`src/lspp_pkg.sv`:
```
package lspp_pkg;

    // Rotation depth and sample index width
    localparam int CORDIC_ITERATIONS = 20;
    localparam int INDEX_BITS        = 16;
    localparam int ITER_W            = $clog2(CORDIC_ITERATIONS);

    // Datapath widths: Q8.24 rotation registers with headroom, angle accumulator
    localparam int RANGE_W = 24;
    localparam int COORD_W = 25;
    localparam int ANGLE_W = 32;
    localparam int XW      = 35;
    localparam int ZW      = 34;
    localparam int PROD_W  = RANGE_W + 32;

    // CORDIC gain 0.607... in Q0.32, output saturation bound
    localparam logic [31:0] GAIN_Q32 = 32'd2608131496;
    localparam int SAT_LIMIT = 16777215;

    // Configuration register indexes
    localparam int CFG_IDX_W = 3;
    typedef logic [CFG_IDX_W-1:0] t_cfg_idx;
    localparam t_cfg_idx CFG_MIN_RANGE    = 3'd0;
    localparam t_cfg_idx CFG_MAX_RANGE    = 3'd1;
    localparam t_cfg_idx CFG_SENSOR_MIN   = 3'd2;
    localparam t_cfg_idx CFG_SENSOR_MAX   = 3'd3;
    localparam t_cfg_idx CFG_ANGLE_START  = 3'd4;
    localparam t_cfg_idx CFG_ANGLE_STEP   = 3'd5;
    localparam t_cfg_idx CFG_KEEP_STRIDE  = 3'd6;

    typedef logic [RANGE_W-1:0]        t_range;
    typedef logic signed [COORD_W-1:0] t_coord;
    typedef logic [ANGLE_W-1:0]        t_angle;
    typedef logic [15:0]               t_index;

    // Request from the control logic to the rotation unit
    typedef struct packed {
        logic   start;
        t_range range;
        t_angle angle;
        logic   out_free;
    } t_cordic_req;

    // Finished rotation, valid for one cycle
    typedef struct packed {
        logic   done;
        t_coord x;
        t_coord y;
    } t_cordic_rsp;

    // Arctangent of 2^-i in binary angle units, full turn = 2^32
    localparam logic [31:0] ATAN_TURN [32] = '{
        32'd536870912, 32'd316933406, 32'd167458907, 32'd85004756,
        32'd42667331,  32'd21354465,  32'd10679838,  32'd5340245,
        32'd2670163,   32'd1335087,   32'd667544,    32'd333772,
        32'd166886,    32'd83443,     32'd41722,     32'd20861,
        32'd10430,     32'd5215,      32'd2608,      32'd1304,
        32'd652,       32'd326,       32'd163,       32'd81,
        32'd41,        32'd20,        32'd10,        32'd5,
        32'd3,         32'd1,         32'd1,         32'd0
    };

    // Clamp a rounded coordinate to the symmetric output range
    function automatic t_coord sat_coord(logic signed [XW-1:0] v);
        logic signed [XW-1:0] lim;
        lim = XW'(SAT_LIMIT);
        if (v > lim) begin
            return COORD_W'(SAT_LIMIT);
        end else if (v < -lim) begin
            return -COORD_W'(SAT_LIMIT);
        end
        return COORD_W'(v);
    endfunction

endpackage

```
`src/lspp_if.sv`:
```
// Range sample channel
interface lspp_sample_if;
    import lspp_pkg::*;
    logic   valid;
    logic   ready;
    t_range range_sample;
    logic   sample_finite;
    logic   scan_start;

    modport source(output valid, range_sample, sample_finite, scan_start, input ready);
    modport sink(input valid, range_sample, sample_finite, scan_start, output ready);
endinterface

// Projected point channel
interface lspp_point_if;
    import lspp_pkg::*;
    logic   valid;
    logic   ready;
    t_coord point_x;
    t_coord point_y;
    t_index sample_index;
    t_range point_range;

    modport source(output valid, point_x, point_y, sample_index, point_range, input ready);
    modport sink(input valid, point_x, point_y, sample_index, point_range, output ready);
endinterface

```
`src/lspp_cordic.sv`:
```
module lspp_cordic (
    input  logic                 i_clk,
    input  logic                 i_rst_n,
    input  lspp_pkg::t_cordic_req i_req,
    output lspp_pkg::t_cordic_rsp o_rsp
);
    import lspp_pkg::*;

    typedef enum logic [3:0] {
        CS_IDLE  = 4'b0001,
        CS_SCALE = 4'b0010,
        CS_ITER  = 4'b0100,
        CS_FINAL = 4'b1000
    } t_cs_state;

    t_cs_state             r_state;
    t_cs_state             n_state;
    t_range                r_range;
    logic                  r_flip;
    logic [ITER_W-1:0]     r_iter;
    logic signed [XW-1:0]  r_x;
    logic signed [XW-1:0]  r_y;
    logic signed [ZW-1:0]  r_z;

    logic [PROD_W-1:0]     scale_prod;
    logic signed [XW-1:0]  dx;
    logic signed [XW-1:0]  dy;
    logic signed [ZW-1:0]  atan_step;
    logic                  last_iter;
    logic signed [XW-1:0]  x_rnd;
    logic signed [XW-1:0]  y_rnd;
    logic signed [XW-1:0]  x_fin;
    logic signed [XW-1:0]  y_fin;

    // Shared multiply for gain scaling and shared shift/add stage for rotation
    assign scale_prod = PROD_W'(r_range) * PROD_W'(GAIN_Q32);
    assign dx         = r_y >>> r_iter;
    assign dy         = r_x >>> r_iter;
    assign atan_step  = ZW'(ATAN_TURN[5'(r_iter)]);
    assign last_iter  = (r_iter == ITER_W'(CORDIC_ITERATIONS - 1));

    // Round Q8.24 to Q8.16, undo the half turn, clamp
    assign x_rnd = (r_x + XW'(128)) >>> 8;
    assign y_rnd = (r_y + XW'(128)) >>> 8;
    assign x_fin = r_flip ? -x_rnd : x_rnd;
    assign y_fin = r_flip ? -y_rnd : y_rnd;

    assign o_rsp.done = (r_state == CS_FINAL) && i_req.out_free;
    assign o_rsp.x    = sat_coord(x_fin);
    assign o_rsp.y    = sat_coord(y_fin);

    // Sequence: load, scale, iterate, hand over
    always_comb begin
        n_state = r_state;
        unique case (r_state)
            CS_IDLE:  if (i_req.start) n_state = CS_SCALE;
            CS_SCALE: n_state = CS_ITER;
            CS_ITER:  if (last_iter) n_state = CS_FINAL;
            CS_FINAL: if (i_req.out_free) n_state = CS_IDLE;
            default:  n_state = CS_IDLE;
        endcase
    end

    always_ff @(posedge i_clk) begin
        if (!i_rst_n) begin
            r_state <= CS_IDLE;
        end else begin
            r_state <= n_state;
        end
    end

    // Datapath registers
    always_ff @(posedge i_clk) begin
        unique case (r_state)
            CS_IDLE: begin
                if (i_req.start) begin
                    // Fold angles in the left half plane by a half turn
                    r_range <= i_req.range;
                    r_flip  <= i_req.angle[31] ^ i_req.angle[30];
                    r_z     <= ZW'(signed'({i_req.angle[30], i_req.angle[30:0]}));
                end
            end
            CS_SCALE: begin
                r_x    <= XW'(scale_prod >> 24);
                r_y    <= '0;
                r_iter <= '0;
            end
            CS_ITER: begin
                if (!r_z[ZW-1]) begin
                    r_x <= r_x - dx;
                    r_y <= r_y + dy;
                    r_z <= r_z - atan_step;
                end else begin
                    r_x <= r_x + dx;
                    r_y <= r_y - dy;
                    r_z <= r_z + atan_step;
                end
                if (!last_iter) begin
                    r_iter <= r_iter + 1'b1;
                end
            end
            CS_FINAL: begin
            end
            default: begin
            end
        endcase
    end

endmodule

```
`src/laser_scan_polar_projector.sv`:
```
// A kept sample reaches o_point after its transaction by way of the gain multiply, the
// rotation iterations and the output load. The shared rotation unit takes one kept
// sample at a time and the input is not ready again until it hands the point over,
// which waits while o_point stalls; a dropped sample leaves the input ready.
// Reset (synchronous, active low): configuration registers return to their defaults,
// index, phase and beam angle clear, and any pending point is discarded.
module laser_scan_polar_projector (
    input  logic               i_clk,
    input  logic               i_rst_n,
    input  logic               i_cfg_we,
    input  lspp_pkg::t_cfg_idx i_cfg_index,
    input  logic [31:0]        i_cfg_data,
    lspp_sample_if.sink        i_sample,
    lspp_point_if.source       o_point
);
    import lspp_pkg::*;

    typedef enum logic [1:0] {
        ST_IDLE = 2'b01,
        ST_BUSY = 2'b10
    } t_state;

    // Configuration registers
    t_range      r_min_range;
    t_range      r_max_range;
    t_range      r_sensor_min;
    t_range      r_sensor_max;
    t_angle      r_angle_start;
    t_angle      r_angle_step;
    logic [15:0] r_stride;

    // Derived window and validity, decoded straight off the configuration
    t_range      eff_min;
    t_range      eff_max;
    logic        cfg_ok;

    // Scan state
    t_state                r_state;
    t_angle                r_angle;
    logic [INDEX_BITS-1:0] r_index;
    logic [15:0]           r_phase;

    // Job and output registers
    t_index r_job_index;
    t_range r_job_range;
    logic   r_out_valid;
    t_coord r_out_x;
    t_coord r_out_y;
    t_index r_out_index;
    t_range r_out_range;

    logic                  accept;
    logic                  keep;
    t_angle                angle_sel;
    logic [INDEX_BITS-1:0] index_sel;
    logic [15:0]           phase_sel;
    logic [16:0]           phase_inc;
    t_angle                n_angle;
    logic [INDEX_BITS-1:0] n_index;
    logic [15:0]           n_phase;
    t_cordic_req           cordic_req;
    t_cordic_rsp           cordic_rsp;

    assign i_sample.ready = (r_state == ST_IDLE);
    assign accept         = i_sample.valid && i_sample.ready;

    // Tighter of user and sensor limits, and the overall validity flag
    assign eff_min = (r_min_range > r_sensor_min) ? r_min_range : r_sensor_min;
    assign eff_max = (r_max_range < r_sensor_max) ? r_max_range : r_sensor_max;
    assign cfg_ok  = (r_angle_step != '0) && (r_max_range > r_min_range) &&
                     (r_sensor_max > r_sensor_min) && (r_stride != '0) &&
                     (eff_min <= eff_max);

    // Restart index, phase and angle on the first sample of a scan
    assign angle_sel = i_sample.scan_start ? r_angle_start : r_angle;
    assign index_sel = i_sample.scan_start ? '0 : r_index;
    assign phase_sel = i_sample.scan_start ? '0 : r_phase;

    assign keep = cfg_ok && (phase_sel == '0) && i_sample.sample_finite &&
                  (i_sample.range_sample >= eff_min) &&
                  (i_sample.range_sample <= eff_max);

    // Advance to the next sample
    assign phase_inc = {1'b0, phase_sel} + 17'd1;
    assign n_phase   = (phase_inc >= {1'b0, r_stride}) ? '0 : phase_inc[15:0];
    assign n_index   = index_sel + 1'b1;
    assign n_angle   = angle_sel + r_angle_step;

    assign cordic_req.start    = accept && keep;
    assign cordic_req.range    = i_sample.range_sample;
    assign cordic_req.angle    = angle_sel;
    assign cordic_req.out_free = !r_out_valid || o_point.ready;

    lspp_cordic u_cordic (
        .i_clk   (i_clk),
        .i_rst_n (i_rst_n),
        .i_req   (cordic_req),
        .o_rsp   (cordic_rsp)
    );

    // Configuration writes
    always_ff @(posedge i_clk) begin
        if (!i_rst_n) begin
            r_min_range   <= '0;
            r_max_range   <= '1;
            r_sensor_min  <= '0;
            r_sensor_max  <= '1;
            r_angle_start <= '0;
            r_angle_step  <= '0;
            r_stride      <= 16'd1;
        end else if (i_cfg_we) begin
            unique case (i_cfg_index)
                CFG_MIN_RANGE:    r_min_range   <= i_cfg_data[RANGE_W-1:0];
                CFG_MAX_RANGE:    r_max_range   <= i_cfg_data[RANGE_W-1:0];
                CFG_SENSOR_MIN:   r_sensor_min  <= i_cfg_data[RANGE_W-1:0];
                CFG_SENSOR_MAX:   r_sensor_max  <= i_cfg_data[RANGE_W-1:0];
                CFG_ANGLE_START:  r_angle_start <= i_cfg_data;
                CFG_ANGLE_STEP:   r_angle_step  <= i_cfg_data;
                CFG_KEEP_STRIDE:  r_stride      <= i_cfg_data[15:0];
                default: begin
                end
            endcase
        end
    end

    // Scan counters and sequencer
    always_ff @(posedge i_clk) begin
        if (!i_rst_n) begin
            r_state <= ST_IDLE;
            r_angle <= '0;
            r_index <= '0;
            r_phase <= '0;
        end else begin
            unique case (r_state)
                ST_IDLE: begin
                    if (accept) begin
                        r_angle <= n_angle;
                        r_index <= n_index;
                        r_phase <= n_phase;
                        if (keep) begin
                            r_state <= ST_BUSY;
                        end
                    end
                end
                ST_BUSY: begin
                    if (cordic_rsp.done) begin
                        r_state <= ST_IDLE;
                    end
                end
                default: r_state <= ST_IDLE;
            endcase
        end
    end

    // Hold index and range of the sample under rotation
    always_ff @(posedge i_clk) begin
        if (cordic_req.start) begin
            r_job_index <= 16'(index_sel);
            r_job_range <= i_sample.range_sample;
        end
    end

    // Output register: load on a finished rotation, drop on a taken transaction
    always_ff @(posedge i_clk) begin
        if (!i_rst_n) begin
            r_out_valid <= 1'b0;
        end else if (cordic_rsp.done) begin
            r_out_valid <= 1'b1;
        end else if (o_point.ready) begin
            r_out_valid <= 1'b0;
        end
    end

    always_ff @(posedge i_clk) begin
        if (cordic_rsp.done) begin
            r_out_x     <= cordic_rsp.x;
            r_out_y     <= cordic_rsp.y;
            r_out_index <= r_job_index;
            r_out_range <= r_job_range;
        end
    end

    assign o_point.valid        = r_out_valid;
    assign o_point.point_x      = r_out_x;
    assign o_point.point_y      = r_out_y;
    assign o_point.sample_index = r_out_index;
    assign o_point.point_range  = r_out_range;

endmodule

```
`src/flat_wrapper.sv`:
```
// flat-port wrapper written by rule: the top's interface ports become plain ports
module laser_scan_polar_projector_flat import lspp_pkg::*;
  (i_clk, i_rst_n, i_cfg_we, i_cfg_index, i_cfg_data, i_sample_valid, i_sample_range_sample, i_sample_sample_finite, i_sample_scan_start, i_sample_ready, o_point_valid, o_point_point_x, o_point_point_y, o_point_sample_index, o_point_point_range, o_point_ready);
  lspp_sample_if i_sample_i ();
  lspp_point_if o_point_i ();
  input  logic i_clk;
  input  logic i_rst_n;
  input  logic i_cfg_we;
  input  lspp_pkg::t_cfg_idx i_cfg_index;
  input  logic [31:0] i_cfg_data;
  input wire logic [$bits(i_sample_i.valid)-1:0] i_sample_valid;
  input wire logic [$bits(i_sample_i.range_sample)-1:0] i_sample_range_sample;
  input wire logic [$bits(i_sample_i.sample_finite)-1:0] i_sample_sample_finite;
  input wire logic [$bits(i_sample_i.scan_start)-1:0] i_sample_scan_start;
  output wire logic [$bits(i_sample_i.ready)-1:0] i_sample_ready;
  output wire logic [$bits(o_point_i.valid)-1:0] o_point_valid;
  output wire logic [$bits(o_point_i.point_x)-1:0] o_point_point_x;
  output wire logic [$bits(o_point_i.point_y)-1:0] o_point_point_y;
  output wire logic [$bits(o_point_i.sample_index)-1:0] o_point_sample_index;
  output wire logic [$bits(o_point_i.point_range)-1:0] o_point_point_range;
  input wire logic [$bits(o_point_i.ready)-1:0] o_point_ready;
  assign i_sample_i.valid = i_sample_valid;
  assign i_sample_i.range_sample = i_sample_range_sample;
  assign i_sample_i.sample_finite = i_sample_sample_finite;
  assign i_sample_i.scan_start = i_sample_scan_start;
  assign i_sample_ready = i_sample_i.ready;
  assign o_point_valid = o_point_i.valid;
  assign o_point_point_x = o_point_i.point_x;
  assign o_point_point_y = o_point_i.point_y;
  assign o_point_sample_index = o_point_i.sample_index;
  assign o_point_point_range = o_point_i.point_range;
  assign o_point_i.ready = o_point_ready;
  laser_scan_polar_projector u_core (.i_clk(i_clk), .i_rst_n(i_rst_n), .i_cfg_we(i_cfg_we), .i_cfg_index(i_cfg_index), .i_cfg_data(i_cfg_data), .i_sample(i_sample_i), .o_point(o_point_i));
endmodule
```
`config.mk`:
```
export PLATFORM = sky130hd
export DESIGN_NAME = laser_scan_polar_projector_flat
export DESIGN_NICKNAME = d
export VERILOG_FILES = /design/src/lspp_pkg.sv /design/src/lspp_if.sv /design/src/lspp_cordic.sv /design/src/laser_scan_polar_projector.sv /design/src/flat_wrapper.sv
export SDC_FILE = /design/constraint.sdc
export NUM_CORES = 2
export LEC_CHECK = 0
export BUFFER_PORTS_ARGS = -buffer_cell sky130_fd_sc_hd__buf_2
export CAP_MARGIN = 0
export CORE_MARGIN = 4
export CORE_UTILIZATION = 63
export DETAILED_ROUTE_END_ITERATION = 7
export PLACE_DENSITY = 0.83
export SLEW_MARGIN = 20
export SYNTH_ARGS = -nofsm -noshare
export SYNTH_HDL_FRONTEND = slang
export SYNTH_SLANG_ARGS = --single-unit
```
`constraint.sdc`:
```
create_clock -name i_clk -period 16.8 [get_ports i_clk]
set_input_delay 1.68 -clock i_clk [delete_from_list [all_inputs] [get_ports i_clk]]
set_output_delay 1.68 -clock i_clk [all_outputs]
set_load 0.005 [all_outputs]
```
==> out/results.tsv <==
stage	metric	value	unit
outcome	status	complete, no violations	
global_route	vias in the first global route	43600	
final_layout	commonest non-fill, non-tap cell in the layout	nand2_1	
die	die area	0.0891	sq mm
timing	final slew viol count	0	
detailed_routing	wire length per cell	21.9	um
global_route	pin count of the biggest net entering global routing	150	
power_and_ir_drop	Peak VDD IR	571	uV
timing	Setup Skew	0.0734	ns
timing	Worst slew margin	26.8	%
timing	final worst path period need	8.17	ns
global_route	first-pass GRT wire length	244000	um
die	Starting Density	63.6	%
run	# Max-Cap Violations	0	
clock_tree	CTS Root Cell	clkbuf_16	
setup_path	worst stage delay on the critical path	0.81	ns
die	IO Count	158	
timing	final period utilization	48.6	%
setup_path	Worst R2R Setup Slack	8.63	ns
die	Die Y	299	um
timing	unrepaired setup endpoints after global routing	false	
timing	post-route setup TNS	0	ns
clock_tree	hold buffers post-CTS	0	
clock_tree	Clock transition at path regs	0.07	ns
die	Core ar.	0.0837	sq mm
min_path	worst hold path depth	0	
final_layout	layout cells sized above 1	8.89	%
synth	Avg Cell Area, Syn	8.92	sq um
placed_design	Post-DP HPWL	120000	um
final_layout	most frequent cells in the layout	nand2_1 (678), inv_1 (638), ha_1 (566)	
global_route	initial antenna violation count	9	
timing	Slew @ Worst Pin	1.10	ns
power_and_ir_drop	Pleak	0.0241	uW
clock_tree	Clock Path Buffers	3	
synth	number of synthesized flops with an enable pin	264	
synth	Post-synth top flop	edfxtp_1	
min_path	worst hold path type	flip-flop to flip-flop	
placed_design	Place WS	8.80	ns
detailed_routing	via count	45200	
synth	Post-Syn Area	0.0532	sq mm
min_path	Hold Crit Start	u_core.r_job_index[11]$_DFFE_PP_	
setup_path	critical-path maximum fanout	6	
timing	final hold violation count	0	
clock_tree	post-cts gate resize count	0	
final_layout	nets	6874	
setup_path	CP max-delay cell	a221oi_1	
placed_design	Final Wtd Congestion	1.01	
die	Die W	299	um
detailed_routing	Post-Route WL	156000	um
clock_tree	H-tree depth	2	
clock_tree	Clk Latency, worst-skew pair	0.70	ns
clock_tree	CTS buffer count	59	
synth	synthesis-stage register bit count	511	
detailed_routing	top sig layer	met4	
final_layout	Layout fillers	6688	
setup_path	Worst Reg2Reg Path Length in Cells	24	
detailed_routing	routed wl met3	15600	um
detailed_routing	Metal-1 WL	63800	um
detailed_routing	residual DRC count	0	
setup_path	Buf/Inv on CP	6	
setup_path	CP Capture Type	flip-flop	
setup_path	Worst R2R Start	u_core.u_cordic.r_range[11]$_DFFE_PP_	
detailed_routing	Via-to-Cell Ratio	6.34	
synth	syn_nets	6889	
clock_tree	TritonCTS clock tree	built	
setup_path	CP startpoint kind	flip-flop	
die	row count	106	
min_path	hold path endpoint	u_core.o_point.sample_index[11]$_DFFE_PP_	
global_route	gr ovfl total	0	
synth	count of cell types in the netlist	117	
detailed_routing	Routed Antenna Nets	0	
synth	sequential fraction of the synthesis area	24.2	%
synth	YS warnings	0	
synth	asr flop ratio synth	0	%
detailed_routing	met2 wire length	69900	um
synth	Post-Syn Instances	5964	
global_route	Global Route Usage Sum	34.3	%
setup_path	worst flop-to-flop path endpoint	u_core.u_cordic.r_x[31]$_DFFE_PN_	
setup_path	CP Class	flip-flop to flip-flop	
final_layout	area grow syn2layout	6.57	%
setup_path	crit-path cells	ha_1 -> inv_1 -> fa_1 -> inv_1 -> fa_1 -> inv_1 -> fa_1 -> inv_1 -> fa_1 -> fa_1 -> inv_1 -> fa_1 -> inv_1 -> ha_1 -> nand4_1 -> nor2_1 -> a221oi_1 -> a31oi_1 -> o21a_1 -> o21ai_0 -> o31ai_1 -> o31ai_1 -> xnor2_1 -> o21ai_0	
placed_design	IO buf count	157	
timing	final setup margin	8.63	ns
setup_path	Critical Path AT	8.53	ns
setup_path	top cell family by delay on the critical path	adder cells	
power_and_ir_drop	PD cells	154	mW/mm^2
timing	endpoints failing setup	0	
clock_tree	clock sinks	511	
detailed_routing	drt pass-1 iters	8	
setup_path	WP data required	17.16	ns
timing	maximum clock rate	122	MHz
detailed_routing	detailed router's first-iteration violation count	4415	
clock_tree	Setup Fix Bufs, Post-CTS	0	
## worst max path at each step
stage / startpoint / to / slack, ns / cells after the start
after CTS: u_core.u_cordic.r_range[11]$_DFFE_PP_ / u_core.u_cordic.r_x[31]$_DFFE_PN_ / 8.71 / 24
after global routing: u_core.u_cordic.r_range[11]$_DFFE_PP_ / u_core.u_cordic.r_x[31]$_DFFE_PN_ / 8.24 / 24
after detailed placement: u_core.u_cordic.r_range[11]$_DFFE_PP_ / u_core.u_cordic.r_x[31]$_DFFE_PN_ / 8.80 / 24
after global placement: u_core.u_cordic.r_range[11]$_DFFE_PP_ / u_core.u_cordic.r_x[31]$_DFFE_PN_ / 8.93 / 24
final: u_core.u_cordic.r_range[11]$_DFFE_PP_ / u_core.u_cordic.r_x[31]$_DFFE_PN_ / 8.63 / 24
after floorplan: u_core.r_sensor_max[9]$_SDFFE_PN1P_ / u_core.u_cordic.r_z[0]$_DFFE_PP_ / 7.97 / 20
## sequential cells by signal, indices dropped and copies added, names as in the netlist, 25 cells and up
register / cells
u_core.o_point.point_x: 25
u_core.o_point.point_y: 25
u_core.r_angle: 32
u_core.r_angle_start: 32
u_core.r_angle_step: 32
u_core.u_cordic.r_x: 35
u_core.u_cordic.r_y: 35
u_core.u_cordic.r_z: 34
## through the flow
stage / area (sq um) / util [%] / instances / power, uW / hold slack [ns]
2_1_floorplan: 53200 / - / 5964 / 5870 / 0.400
3_3_place_gp: 54600 / 65.2 / 7021 / 7130 / 0.402
3_5_place_dp: 54600 / 65.2 / 7021 / 7250 / 0.405
4_1_cts: 56700 / 67.7 / 7129 / 8670 / 0.418
5_1_grt: 56700 / 67.7 / 7130 / 9500 / 0.423
6_report: 56700 / 67.7 / 7132 / 8700 / 0.417
## synth_stat cells (all sizes together), types with 78 or more instances
library cell  instances  share of area, %
a21o                 91               1.3
nand4                83               1.0
a21boi              142               2.0
nand3               143               1.4
ha                  566                13
dfxtp               247               9.3
buf                  84              0.90
nor2                316               2.3
mux2                 78               1.7
inv                 640               4.5
xor2                141               2.3
and2                 78              0.92
fa                  293                11
edfxtp              264                15
xnor2               201               3.3
nand2               680               4.8
a21oi               346               3.3
clkbuf              187               1.3
o21ai               278               2.6
## report_power, final
part	internal, uW	switching [uW]	total (uW)
sequential	1600	28.2	1630
combinational	2440	3260	5700
clock	793	575	1370
## final cells by class
cell class | count | area [sq um] | share of cell area, %
antenna | 2 | 5.00 | 0.00883
clock buffer | 79 | 1660 | 2.92
clock inverter | 29 | 410 | 0.724
inverter | 643 | 2410 | 4.26
multi-input combinational | 4539 | 36800 | 65.0
sequential | 511 | 12900 | 22.7
tap | 1134 | 1420 | 2.50
timing repair buffer | 195 | 1090 | 1.92
## routing by layer
layer  track usage (%)  up-vias
li1                  -    21000
met1              46.3    21600
met2              54.5     2148
met3              7.52      397
met4              12.7        0
met5                 0        -
## cell families after synthesis
group | share of synthesized area [%]
flops | 24.2
mux | 6.18
xor+xnor | 5.63
simple gates | 15.9
compound gates | 17.0
buf+inv | 6.76
fa+ha+maj | 24.3
No activity file was read; power rests on OpenSTA's default activity.
